===== config.mk =====
export PLATFORM = sky130hd
export DESIGN_NAME = asn1_time_to_epoch_seconds
export DESIGN_NICKNAME = d
export VERILOG_FILES = /design/src/hdl/a1te_pkg.sv /design/src/hdl/a1te_ctrl.sv /design/src/hdl/a1te_dp.sv /design/src/hdl/asn1_time_to_epoch_seconds.sv
export VERILOG_INCLUDE_DIRS = /design/src /design/src/hdl
export SDC_FILE = /design/constraint.sdc
export NUM_CORES = 2
export LEC_CHECK = 0
export BUFFER_PORTS_ARGS = -buffer_cell sky130_fd_sc_hd__buf_2
export CAP_MARGIN = 20
export CORE_UTILIZATION = 48
export CTS_BUF_LIST = sky130_fd_sc_hd__clkbuf_4 sky130_fd_sc_hd__clkbuf_8
export DETAILED_ROUTE_END_ITERATION = 16
export GPL_ROUTABILITY_DRIVEN = 0
export PLACE_DENSITY_LB_ADDON = 0.05
export SLEW_MARGIN = 40
export SYNTH_ARGS = -nofsm -noshare
export SYNTH_HDL_FRONTEND = slang
export SYNTH_SLANG_ARGS = --single-unit

===== constraint.sdc =====
create_clock -name clk_i -period 9.5 [get_ports clk_i]
set_input_delay 1.9 -clock clk_i [delete_from_list [all_inputs] [get_ports clk_i]]
set_output_delay 1.9 -clock clk_i [all_outputs]
set_load 0.005 [all_outputs]

===== src/hdl/asn1_time_to_epoch_seconds_assert.svh =====
// assertion macros shared by the time string converter
`ifndef ASN1_TIME_TO_EPOCH_SECONDS_ASSERT_SVH
`define ASN1_TIME_TO_EPOCH_SECONDS_ASSERT_SVH

// antecedent implies consequent in the same cycle
`define A1TE_ASSERT_SAME(lbl, clk, rst_n, ante, cons) \
  lbl: assert property (@(posedge clk) disable iff (!rst_n) (ante) |-> (cons)) \
    else $error("a1te assertion failed");

// antecedent implies consequent in the next cycle
`define A1TE_ASSERT_NEXT(lbl, clk, rst_n, ante, cons) \
  lbl: assert property (@(posedge clk) disable iff (!rst_n) (ante) |=> (cons)) \
    else $error("a1te assertion failed");

`endif


===== src/hdl/a1te_pkg.sv =====
// types, constants and helper functions of the time string converter
`timescale 1ns / 1ps

package a1te_pkg;

  localparam int EPOCH_W    = 39;
  localparam int TW         = 40;
  localparam int DIG_SPAN   = 17;

  localparam int CALC_STAGES = 9;
  localparam int CALC_CNT_W  = 4;

  localparam logic [7:0] CHAR_ZERO  = 8'h30;
  localparam logic [7:0] CHAR_NINE  = 8'h39;
  localparam logic [7:0] CHAR_Z     = 8'h5A;
  localparam logic [7:0] CHAR_PLUS  = 8'h2B;
  localparam logic [7:0] CHAR_MINUS = 8'h2D;

  localparam int POS_SEP_A  = 10;
  localparam int POS_SEP_B  = 12;
  localparam int POS_ZONE_A = 14;
  localparam int POS_ZONE_B = 16;

  localparam logic [6:0] PIVOT_RESET = 7'd50;

  localparam int CENTURY       = 100;
  localparam int YEAR_1900     = 1900;
  localparam int YEAR_2000     = 2000;
  localparam int ERA_YEARS     = 400;
  localparam int ERA_DAYS      = 146097;
  localparam int YEAR_DAYS     = 365;
  localparam int MONTHS        = 12;
  localparam int MON_RECIP     = 171;
  localparam int MON_SHIFT     = 11;
  localparam int ERA_RECIP     = 10486;
  localparam int ERA_SHIFT     = 22;
  localparam int DAYS_BIAS_P1  = 865566;
  localparam int SECS_PER_DAY  = 86400;
  localparam int SECS_PER_HOUR = 3600;
  localparam int SECS_PER_MIN  = 60;
  localparam int MAX_ZONE_HOUR = 23;
  localparam int MAX_ZONE_MIN  = 59;

  typedef struct packed {
    logic       format;
    logic [7:0] char_byte;
    logic       last_char;
  } a1te_in_t;

  typedef struct packed {
    logic signed [EPOCH_W-1:0] epoch_seconds;
    logic                      error;
  } a1te_out_t;

  typedef struct packed {
    logic capture;
    logic last;
    logic load_out;
  } a1te_cmd_t;

  typedef struct packed {
    logic last_char;
  } a1te_sts_t;

  function automatic logic is_digit(input logic [7:0] c);
    return (c >= CHAR_ZERO) && (c <= CHAR_NINE);
  endfunction

  function automatic logic [3:0] digit_val(input logic [7:0] c);
    return is_digit(c) ? c[3:0] : 4'd0;
  endfunction

  function automatic logic [6:0] two_digit(input logic [3:0] hi, input logic [3:0] lo);
    return 7'(hi) * 7'd10 + 7'(lo);
  endfunction

  // day of year of the first of a month, year starting in march
  function automatic logic [8:0] doy_of_month(input logic [3:0] mp);
    logic [8:0] d;
    case (mp)
      4'd0:    d = 9'd0;
      4'd1:    d = 9'd31;
      4'd2:    d = 9'd61;
      4'd3:    d = 9'd92;
      4'd4:    d = 9'd122;
      4'd5:    d = 9'd153;
      4'd6:    d = 9'd184;
      4'd7:    d = 9'd214;
      4'd8:    d = 9'd245;
      4'd9:    d = 9'd275;
      4'd10:   d = 9'd306;
      4'd11:   d = 9'd337;
      default: d = 9'd0;
    endcase
    return d;
  endfunction

  function automatic logic [1:0] centuries_of(input logic [8:0] yoe);
    logic [1:0] c;
    if (yoe >= 9'd300) begin
      c = 2'd3;
    end else if (yoe >= 9'd200) begin
      c = 2'd2;
    end else if (yoe >= 9'd100) begin
      c = 2'd1;
    end else begin
      c = 2'd0;
    end
    return c;
  endfunction

endpackage


===== src/hdl/a1te_ctrl.sv =====
// controller: request acceptance, calculation sequencing and result hand-off
`timescale 1ns / 1ps
`include "asn1_time_to_epoch_seconds_assert.svh"

module a1te_ctrl import a1te_pkg::*; (
  input  logic      clk_i,
  input  logic      rst_ni,
  input  logic      in_valid_i,
  output logic      in_ready_o,
  output logic      out_valid_o,
  input  logic      out_ready_i,
  input  a1te_sts_t sts_i,
  output a1te_cmd_t cmd_o
);

  typedef enum logic [0:0] {
    ST_IDLE,
    ST_CALC
  } state_e;

  state_e                  state_q;
  logic [CALC_CNT_W-1:0]   cnt_q;
  logic                    in_ready_q;
  logic                    out_valid_q;
  logic                    calc_done;
  logic                    slot_free;

  assign in_ready_o  = in_ready_q;
  assign out_valid_o = out_valid_q;

  assign calc_done = (state_q == ST_CALC) && (cnt_q == CALC_CNT_W'(CALC_STAGES));
  assign slot_free = !out_valid_q || out_ready_i;

  always_comb begin
    cmd_o.capture  = in_valid_i && in_ready_q;
    cmd_o.last     = in_valid_i && in_ready_q && sts_i.last_char;
    cmd_o.load_out = calc_done && slot_free;
  end

  always_ff @(posedge clk_i or negedge rst_ni) begin
    if (!rst_ni) begin
      state_q     <= ST_IDLE;
      cnt_q       <= '0;
      in_ready_q  <= 1'b1;
      out_valid_q <= 1'b0;
    end else begin
      if (cmd_o.load_out) begin
        out_valid_q <= 1'b1;
      end else if (out_valid_q && out_ready_i) begin
        out_valid_q <= 1'b0;
      end
      case (state_q)
        ST_IDLE: begin
          if (cmd_o.last) begin
            state_q    <= ST_CALC;
            cnt_q      <= '0;
            in_ready_q <= 1'b0;
          end
        end
        ST_CALC: begin
          if (!calc_done) begin
            cnt_q <= cnt_q + CALC_CNT_W'(1);
          end else if (slot_free) begin
            in_ready_q  <= 1'b1;
            state_q     <= ST_IDLE;
          end
        end
        default: begin
          state_q <= ST_IDLE;
        end
      endcase
    end
  end

  `A1TE_ASSERT_NEXT(a_last_starts_calc, clk_i, rst_ni, cmd_o.last, (state_q == ST_CALC) && (cnt_q == '0))
  `A1TE_ASSERT_NEXT(a_load_gives_valid, clk_i, rst_ni, cmd_o.load_out, out_valid_o && in_ready_o)
  `A1TE_ASSERT_NEXT(a_cnt_advances, clk_i, rst_ni, (state_q == ST_CALC) && !calc_done, cnt_q == CALC_CNT_W'($past(cnt_q) + 1'b1))

endmodule


===== src/hdl/a1te_dp.sv =====
// datapath: character store, field decode and civil date to seconds pipeline
`timescale 1ns / 1ps

module a1te_dp import a1te_pkg::*; #(
  parameter int MAX_CHARS = 17
) (
  input  logic       clk_i,
  input  logic       rst_ni,
  input  a1te_cmd_t  cmd_i,
  output a1te_sts_t  sts_o,
  input  a1te_in_t   in_req_i,
  input  logic       cfg_we_i,
  input  logic [6:0] cfg_wdata_i,
  output a1te_out_t  out_req_o
);

  localparam int CNT_W = $clog2(MAX_CHARS + 2);

  logic [CNT_W-1:0] char_count_q;
  logic             bad_q;
  logic [7:0]       sep0_q;
  logic [7:0]       sep1_q;
  logic [6:0]       year_pivot_q;

  logic [3:0]       dstore_q [MAX_CHARS];
  logic [3:0]       dig_w    [DIG_SPAN];

  logic             fmt_q;
  logic [7:0]       c_q;
  logic [CNT_W-1:0] pos_q;
  logic             bad_cap_q;

  logic             in_dig;

  assign sts_o.last_char = in_req_i.last_char;
  assign in_dig          = is_digit(in_req_i.char_byte);

  // string tracking
  always_ff @(posedge clk_i or negedge rst_ni) begin
    if (!rst_ni) begin
      char_count_q <= '0;
      bad_q        <= 1'b0;
      sep0_q       <= '0;
      sep1_q       <= '0;
      year_pivot_q <= PIVOT_RESET;
    end else begin
      if (cfg_we_i) begin
        year_pivot_q <= cfg_wdata_i;
      end
      if (cmd_i.capture) begin
        if (char_count_q == '0) begin
          sep0_q <= '0;
          sep1_q <= '0;
        end
        if (char_count_q == CNT_W'(POS_SEP_A)) begin
          sep0_q <= in_req_i.char_byte;
        end
        if (char_count_q == CNT_W'(POS_SEP_B)) begin
          sep1_q <= in_req_i.char_byte;
        end
        if (cmd_i.last) begin
          char_count_q <= '0;
          bad_q        <= 1'b0;
        end else begin
          if (!in_dig && (char_count_q != CNT_W'(POS_SEP_A)) &&
              (char_count_q != CNT_W'(POS_SEP_B))) begin
            bad_q <= 1'b1;
          end
          if (char_count_q <= CNT_W'(MAX_CHARS)) begin
            char_count_q <= char_count_q + CNT_W'(1);
          end
        end
      end
    end
  end

  always_ff @(posedge clk_i) begin
    if (cmd_i.capture) begin
      for (int i = 0; i < MAX_CHARS; i++) begin
        if (char_count_q == CNT_W'(i)) begin
          dstore_q[i] <= digit_val(in_req_i.char_byte);
        end
      end
    end
    if (cmd_i.last) begin
      fmt_q     <= in_req_i.format;
      c_q       <= in_req_i.char_byte;
      pos_q     <= char_count_q;
      bad_cap_q <= bad_q;
    end
  end

  for (genvar g = 0; g < DIG_SPAN; g++) begin : g_dig
    if (g < MAX_CHARS) begin : g_real
      assign dig_w[g] = dstore_q[g];
    end else begin : g_zero
      assign dig_w[g] = 4'd0;
    end
  end

  // stage 1: validate the string and decode fields
  logic              d_err;
  logic [13:0]       d_year;
  logic signed [7:0] d_mon0;
  logic [6:0]        d_mday, d_hour, d_mins, d_sec, d_oh, d_om;
  logic              d_zone, d_zminus;

  logic              s1_err;
  logic [13:0]       s1_year;
  logic signed [7:0] s1_mon0;
  logic [6:0]        s1_mday, s1_hour, s1_mins, s1_sec, s1_oh, s1_om;
  logic              s1_zone, s1_zminus;

  always_comb begin
    logic [6:0] t0, t2, t4, t6, t8, t10, t11, t12, t13, t15;
    logic       len11, len13, len15, len17, zform, j12;
    logic       dig0, dig1, cdig;
    logic [7:0] sep;
    logic       gen_err, utc_err;
    logic [6:0] mon_f;

    t0  = two_digit(dig_w[0],  dig_w[1]);
    t2  = two_digit(dig_w[2],  dig_w[3]);
    t4  = two_digit(dig_w[4],  dig_w[5]);
    t6  = two_digit(dig_w[6],  dig_w[7]);
    t8  = two_digit(dig_w[8],  dig_w[9]);
    t10 = two_digit(dig_w[10], dig_w[11]);
    t11 = two_digit(dig_w[11], dig_w[12]);
    t12 = two_digit(dig_w[12], dig_w[13]);
    t13 = two_digit(dig_w[13], dig_w[14]);
    t15 = two_digit(dig_w[15], dig_w[16]);

    len11 = (pos_q == CNT_W'(POS_SEP_A));
    len13 = (pos_q == CNT_W'(POS_SEP_B));
    len15 = (pos_q == CNT_W'(POS_ZONE_A));
    len17 = (pos_q == CNT_W'(POS_ZONE_B));
    zform = len11 || len13;
    j12   = len13 || len17;
    dig0  = is_digit(sep0_q);
    dig1  = is_digit(sep1_q);
    cdig  = is_digit(c_q);
    sep   = zform ? c_q : (len15 ? sep0_q : sep1_q);

    gen_err = !len15 || (c_q != CHAR_Z) || !dig0 || !dig1;
    utc_err = !(len11 || len13 || len15 || len17) ||
              (zform ? (sep != CHAR_Z) : ((sep != CHAR_PLUS) && (sep != CHAR_MINUS))) ||
              (j12 && !dig0) || (len15 && !dig1) || (!zform && !cdig);

    d_err = (pos_q >= CNT_W'(MAX_CHARS)) || bad_cap_q || (fmt_q ? gen_err : utc_err);

    if (fmt_q) begin
      d_year = 14'(t0) * 14'(CENTURY) + 14'(t2);
      mon_f  = t4;
      d_mday = t6;
      d_hour = t8;
      d_mins = t10;
      d_sec  = t12;
    end else begin
      d_year = (t0 < year_pivot_q) ? 14'(YEAR_2000) + 14'(t0) : 14'(YEAR_1900) + 14'(t0);
      mon_f  = t2;
      d_mday = t4;
      d_hour = t6;
      d_mins = t8;
      d_sec  = j12 ? t10 : 7'd0;
    end
    d_mon0   = $signed(8'(mon_f) - 8'd1);
    d_oh     = j12 ? t13 : t11;
    d_om     = j12 ? t15 : t13;
    d_zone   = !fmt_q && !zform;
    d_zminus = (sep == CHAR_MINUS);
  end

  // stage 2: month carry, march-based year and month, time of day and zone offset
  logic [13:0] s2_yp;
  logic [3:0]  s2_mp;
  logic [18:0] s2_hms, s2_off;
  logic        s2_zone, s2_zminus, s2_zbad;

  logic [14:0] n_qprod;
  logic [3:0]  n_q;
  logic [6:0]  n_rem;
  logic [3:0]  n_rm;
  logic [15:0] n_year;

  always_comb begin
    n_qprod = 15'(s1_mon0[6:0]) * 15'(MON_RECIP);
    n_q     = n_qprod[MON_SHIFT +: 4];
    n_rem   = s1_mon0[6:0] - 7'(n_q) * 7'(MONTHS);
    n_rm    = s1_mon0[7] ? 4'd11 : n_rem[3:0];
    n_year  = 16'(s1_year) + 16'(ERA_YEARS)
            + (s1_mon0[7] ? 16'd0 : 16'(n_q))
            - 16'(s1_mon0[7]) - 16'(n_rm < 4'd2);
  end

  // stage 3 to 9 registers
  logic [4:0]              s3_era;
  logic [8:0]              s4_yoe, s4_doy;
  logic [21:0]             s5_era_days;
  logic [17:0]             s5_doe;
  logic signed [23:0]      s6_days;
  logic signed [TW-1:0]    s7_prod;
  logic signed [TW-1:0]    s8_t;
  logic                    s8_err;
  logic signed [EPOCH_W-1:0] s9_epoch;
  logic                    s9_err;

  logic [27:0]             e_prod;
  logic signed [17:0]      secs_day_c;
  logic signed [TW-1:0]    p_tpre, p_tz, p_off;
  logic                    p_err9;
  logic signed [TW-1:0]    p_t9;

  assign e_prod     = 28'(s2_yp) * 28'(ERA_RECIP);
  assign secs_day_c = 18'(SECS_PER_DAY);
  assign p_tpre     = s7_prod + TW'($signed({1'b0, s2_hms}));
  assign p_off      = TW'($signed({1'b0, s2_off}));
  assign p_tz       = s2_zminus ? (s8_t + p_off) : (s8_t - p_off);

  always_comb begin
    if (s2_zone) begin
      p_err9 = s8_err || s2_zbad || (p_tz == {TW{1'b1}});
      p_t9   = p_tz;
    end else begin
      p_err9 = s8_err;
      p_t9   = s8_t;
    end
  end

  always_ff @(posedge clk_i) begin
    s1_err    <= d_err;
    s1_year   <= d_year;
    s1_mon0   <= d_mon0;
    s1_mday   <= d_mday;
    s1_hour   <= d_hour;
    s1_mins   <= d_mins;
    s1_sec    <= d_sec;
    s1_oh     <= d_oh;
    s1_om     <= d_om;
    s1_zone   <= d_zone;
    s1_zminus <= d_zminus;

    s2_yp     <= n_year[13:0];
    s2_mp     <= (n_rm >= 4'd2) ? n_rm - 4'd2 : n_rm + 4'd10;
    s2_hms    <= 19'(s1_hour) * 19'(SECS_PER_HOUR) + 19'(s1_mins) * 19'(SECS_PER_MIN)
               + 19'(s1_sec);
    s2_off    <= 19'(s1_oh) * 19'(SECS_PER_HOUR) + 19'(s1_om) * 19'(SECS_PER_MIN);
    s2_zone   <= s1_zone;
    s2_zminus <= s1_zminus;
    s2_zbad   <= (s1_oh > 7'(MAX_ZONE_HOUR)) || (s1_om > 7'(MAX_ZONE_MIN));

    s3_era    <= e_prod[ERA_SHIFT +: 5];

    s4_yoe    <= 9'(s2_yp - 14'(s3_era) * 14'(ERA_YEARS));
    s4_doy    <= doy_of_month(s2_mp);

    s5_doe    <= 18'(s4_yoe) * 18'(YEAR_DAYS) + 18'(s4_yoe >> 2)
               - 18'(centuries_of(s4_yoe)) + 18'(s4_doy);
    s5_era_days <= 22'(s3_era) * 22'(ERA_DAYS);

    s6_days   <= $signed(24'(s5_era_days) + 24'(s5_doe) + 24'(s1_mday)
                         - 24'(DAYS_BIAS_P1));

    s7_prod   <= TW'(s6_days) * TW'(secs_day_c);

    s8_t      <= p_tpre;
    s8_err    <= s1_err || (p_tpre == {TW{1'b1}});

    s9_err    <= p_err9;
    s9_epoch  <= p_err9 ? '0 : p_t9[EPOCH_W-1:0];

    if (cmd_i.load_out) begin
      out_req_o.epoch_seconds <= s9_epoch;
      out_req_o.error         <= s9_err;
    end
  end

endmodule


===== src/hdl/asn1_time_to_epoch_seconds.sv =====
// top level: ASN.1 UTCTime / GeneralizedTime string to signed epoch seconds
`timescale 1ns / 1ps

// Characters of one time string arrive one request per cycle while in_ready_o
// is high, the final one marked by last_char. Inner characters give no result.
// The marked character freezes the string and starts a nine stage calendar
// pipeline (era, year of era, day count, seconds, zone offset); the result is
// held in an output register until taken. in_ready_o stays low from the last
// character until that result enters the output register, which waits if the
// previous result has not been taken yet.
// year_pivot may be written at any idle time and is 50 after reset.
module asn1_time_to_epoch_seconds import a1te_pkg::*; #(
  parameter int MAX_CHARS = 17
) (
  input  logic       clk_i,
  input  logic       rst_ni,
  input  logic       in_valid_i,
  output logic       in_ready_o,
  input  a1te_in_t   in_req_i,
  output logic       out_valid_o,
  input  logic       out_ready_i,
  output a1te_out_t  out_req_o,
  input  logic       cfg_we_i,
  input  logic [6:0] cfg_wdata_i
);

  a1te_cmd_t cmd;
  a1te_sts_t sts;

  a1te_ctrl u_ctrl (
    .clk_i       (clk_i),
    .rst_ni      (rst_ni),
    .in_valid_i  (in_valid_i),
    .in_ready_o  (in_ready_o),
    .out_valid_o (out_valid_o),
    .out_ready_i (out_ready_i),
    .sts_i       (sts),
    .cmd_o       (cmd)
  );

  a1te_dp #(
    .MAX_CHARS (MAX_CHARS)
  ) u_dp (
    .clk_i       (clk_i),
    .rst_ni      (rst_ni),
    .cmd_i       (cmd),
    .sts_o       (sts),
    .in_req_i    (in_req_i),
    .cfg_we_i    (cfg_we_i),
    .cfg_wdata_i (cfg_wdata_i),
    .out_req_o   (out_req_o)
  );

endmodule

==> impl_metrics.json <==
{
  "status": "complete, no violations",
  "cp_data_arrival_time_ns": 8.51,
  "muxShareOfSynthArea_pct": 1.13,
  "grt_setup_unrepaired": "no",
  "initial_core_util_pct": 48.4,
  "cts.htree.levels": 3,
  "register_area_um2": 11100,
  "synth_seq_cells": 484,
  "clock.fmax_mhz": 126,
  "whs_path_depth": 0,
  "cts_tree": "built",
  "synth_cell_types": 83,
  "relSlewSlack_pct": 48.5,
  "final_cell_mix": "708 x ha_1, 619 x inv_1, 325 x dfxtp_1",
  "syn_nets": 4879,
  "holdBufCountCts": 0,
  "detail_route.vias_per_cell": 5.04,
  "cts_root_buffer": "clkbuf_8",
  "synth_ff_type": "dfxtp_1",
  "num-nets-final": 4993,
  "multi_input_comb_area_um2": 25400,
  "cp.required_ns": 10.07,
  "drv_slew": 0,
  "holdCritStartpoint": "u_dp.s1_zone",
  "layout-drive-gt1-share_pct": 7.18,
  "rows": 104,
  "hold_path.class": "register to register",
  "syn_inst": 3886,
  "cts.clk_slew.worst_paths_ns": 0.05,
  "reg2reg_slack_ns": 1.56,
  "ios": 64,
  "wirelength_um": 78100,
  "ant_nets": 0,
  "cts.sinks": 484,
  "fillers": 7459,
  "grt_pass1_wl_um": 133000,
  "hold_viol_final": 0,
  "cts_max_path_buffers": 3,
  "die-area_um2": 82300,
  "cts_made_buffers": 88,
  "crit_path_start_kind": "register",
  "synth_compound_area_share_pct": 11.0,
  "reg2reg_to": "u_dp.s2_yp[13]",
  "synth_top_family_by_area": "adder cells",
  "synth_area_per_cell_um2": 10.0,
  "maxCapViolations": 0,
  "tns_ns": 0,
  "skew_ns": 0.0546,
  "setup_viol": 0,
  "period_needed_ns": 7.94,
  "drc_errors": 0,
  "netlist_area_um2": 38900,
  "wire_per_inst_um": 15.2,
  "final_common_cell": "ha_1",
  "cp_common_cell": "ha_1",
  "synth_xor_area_share_pct": 7.78,
  "yosys.area_share.adder_pct": 36.3,
  "cts_resized": 0,
  "vias": 25900,
  "synth-simple-area-share_pct": 8.77,
  "tightest_slew_ns": 0.767,
  "dpl.hpwl_um": 63600,
  "r2r_cells": 33,
  "slowest_stage": "a2111oi_1",
  "critPathKind": "register to register",
  "yosys_warnings": 0,
  "clk_latency_ns": 0.69,
  "ys_async_sr_fraction_pct": 7.44,
  "port_buffers": 63,
  "fin_crit_sh_pct": 83.5,
  "crit_path_max_fanout": 4,
  "grt_pass1_vias": 26500,
  "synthToLayoutAreaGrowth_pct": 8.93,
  "drt_iter0_markers": 984,
  "r2r_start": "u_dp.s1_mon0[3]",
  "synth-edff-count": 123,
  "endpoint_kind": "register",
  "drt_pre_antenna_iters": 5,
  "core_um2": 80400,
  "grt_usage_pct": 19.8,
  "grt_max_degree": 50,
  "fp.dieW_um": 287,
  "postCtsSetupBuffers": 0,
  "ys_seq_area_share_pct": 28.5,
  "slowest_delay_ns": 0.61,
  "antenna_found_initial": 2,
  "hold_end": "u_dp.s2_zone",
  "die_y_um": 287,
  "grt-ovfl-total": 0
}
[cells in the mapped netlist, types with 5 or more instances]
| cell | number | share of area [%] |
|---|---|---|
| a32o_1 | 23 | 0.59 |
| a2111oi_0 | 7 | 0.16 |
| a21o_1 | 77 | 1.5 |
| o31ai_1 | 20 | 0.39 |
| and2_1 | 20 | 0.32 |
| nor4_1 | 10 | 0.16 |
| edfxtp_1 | 123 | 9.5 |
| and4_1 | 5 | 0.11 |
| nor3b_1 | 9 | 0.17 |
| o211ai_1 | 6 | 0.12 |
| o21bai_1 | 40 | 0.77 |
| o21ai_0 | 144 | 1.9 |
| nand3_1 | 46 | 0.59 |
| mux2_2 | 15 | 0.43 |
| nor2b_1 | 29 | 0.47 |
| dfxtp_1 | 325 | 17 |
| ha_1 | 708 | 23 |
| nor3_1 | 41 | 0.53 |
| mux2i_1 | 27 | 0.69 |
| nand2_1 | 209 | 2.0 |
| nand3b_1 | 7 | 0.13 |
| fa_1 | 263 | 14 |
| nor2_1 | 185 | 1.8 |
| clkbuf_1 | 37 | 0.36 |
| a211o_1 | 5 | 0.11 |
| or2_2 | 15 | 0.24 |
| a21boi_0 | 11 | 0.21 |
| dfrtp_1 | 32 | 2.1 |
| a211oi_1 | 18 | 0.35 |
| or3_1 | 11 | 0.18 |
| xnor2_1 | 231 | 5.2 |
| xor2_1 | 115 | 2.6 |
| nand2b_1 | 26 | 0.42 |
| a21oi_1 | 225 | 2.9 |
| inv_1 | 619 | 6.0 |
| o31ai_2 | 6 | 0.19 |
| a31o_2 | 5 | 0.11 |
| o21a_1 | 25 | 0.48 |
| nand4_1 | 34 | 0.55 |
| and3_1 | 29 | 0.47 |
| a31oi_1 | 19 | 0.31 |
[routing by layer]
| layer | vias up | share of wire (%) | global-route usage (%) |
|---|---|---|---|
| li1 | 13400 | - | - |
| met1 | 12100 | 48 | 26.6 |
| met2 | 324 | 46 | 33.2 |
| met3 | 122 | 2.8 | 2.42 |
| met4 | 0 | 2.6 | 5.77 |
| met5 | - | 0 | 0 |
[cell type report]
cell class / instances / area share (%)
Multi-Input combinational cell: 2734 / 59.8
Sequential cell: 484 / 26.2
Inverter: 621 / 5.49
Clock buffer: 127 / 3.74
Tap cell: 1060 / 3.13
Timing Repair Buffer: 71 / 0.891
Clock inverter: 32 / 0.802
Antenna cell: 1 / 0.00590
[cell families after synthesis]
kind of cell / after synthesis
compound gates: 676
xor+xnor: 346
fa+ha+maj: 971
buf+inv: 668
flops: 484
mux: 42
simple gates: 699
[worst max path at each step]
| stage | depth (start not counted) | end | start | slack, ns |
|---|---|---|---|---|
| after global placement | 33 | u_dp.s2_yp[13] | u_dp.s1_mon0[3] | 1.51 |
| after detailed placement | 33 | u_dp.s2_yp[13] | u_dp.s1_mon0[3] | 1.41 |
| after CTS | 34 | u_dp.s2_yp[12] | u_dp.s1_mon0[3] | 1.37 |
| final | 33 | u_dp.s2_yp[13] | u_dp.s1_mon0[3] | 1.56 |
| after floorplan | 34 | u_dp.s2_yp[12] | u_dp.s1_mon0[5] | 2.25 |
| after global routing | 33 | u_dp.s2_yp[13] | u_dp.s1_mon0[5] | 0.91 |
[metrics by stage]
step,utilization (%),setup WS (ns),cell area [um^2],std cells,hold slack [ns]
3_5_place_dp,50.3,1.41,40500,4970,0.315
2_1_floorplan,-,2.25,38900,3886,0.310
3_3_place_gp,50.3,1.51,40500,4970,0.312
6_report,52.8,1.56,42400,5130,0.327
4_1_cts,52.7,1.37,42400,5129,0.327
5_1_grt,52.8,0.912,42400,5130,0.336
[state kept, by name, summed over array words and instances, names as in the netlist, 19 cells and up]
signal and count:
u_dp.s2_hms 19, u_dp.s8_t 40, u_dp.s6_days 24, u_dp.dstore_q 68
u_dp.s7_prod 33, u_dp.out_req_o 40, u_dp.s5_era_days 22, u_dp.s9_epoch 39
[worst max-delay path: cells and delay by family (launching register included)]
kind / cells / cell delay [ns]
adder cells (fa/ha/maj): 9 / 2.89
AO/OA/AOI/OAI: 13 / 2.97
flip-flops: 1 / 0.45
XOR/XNOR: 4 / 0.63
buffers and inverters: 2 / 0.13
AND/OR/NAND/NOR: 5 / 0.78
Power is not shown: default switching activity piles up to over one toggle a cycle in this logic, so the estimate is an artifact.
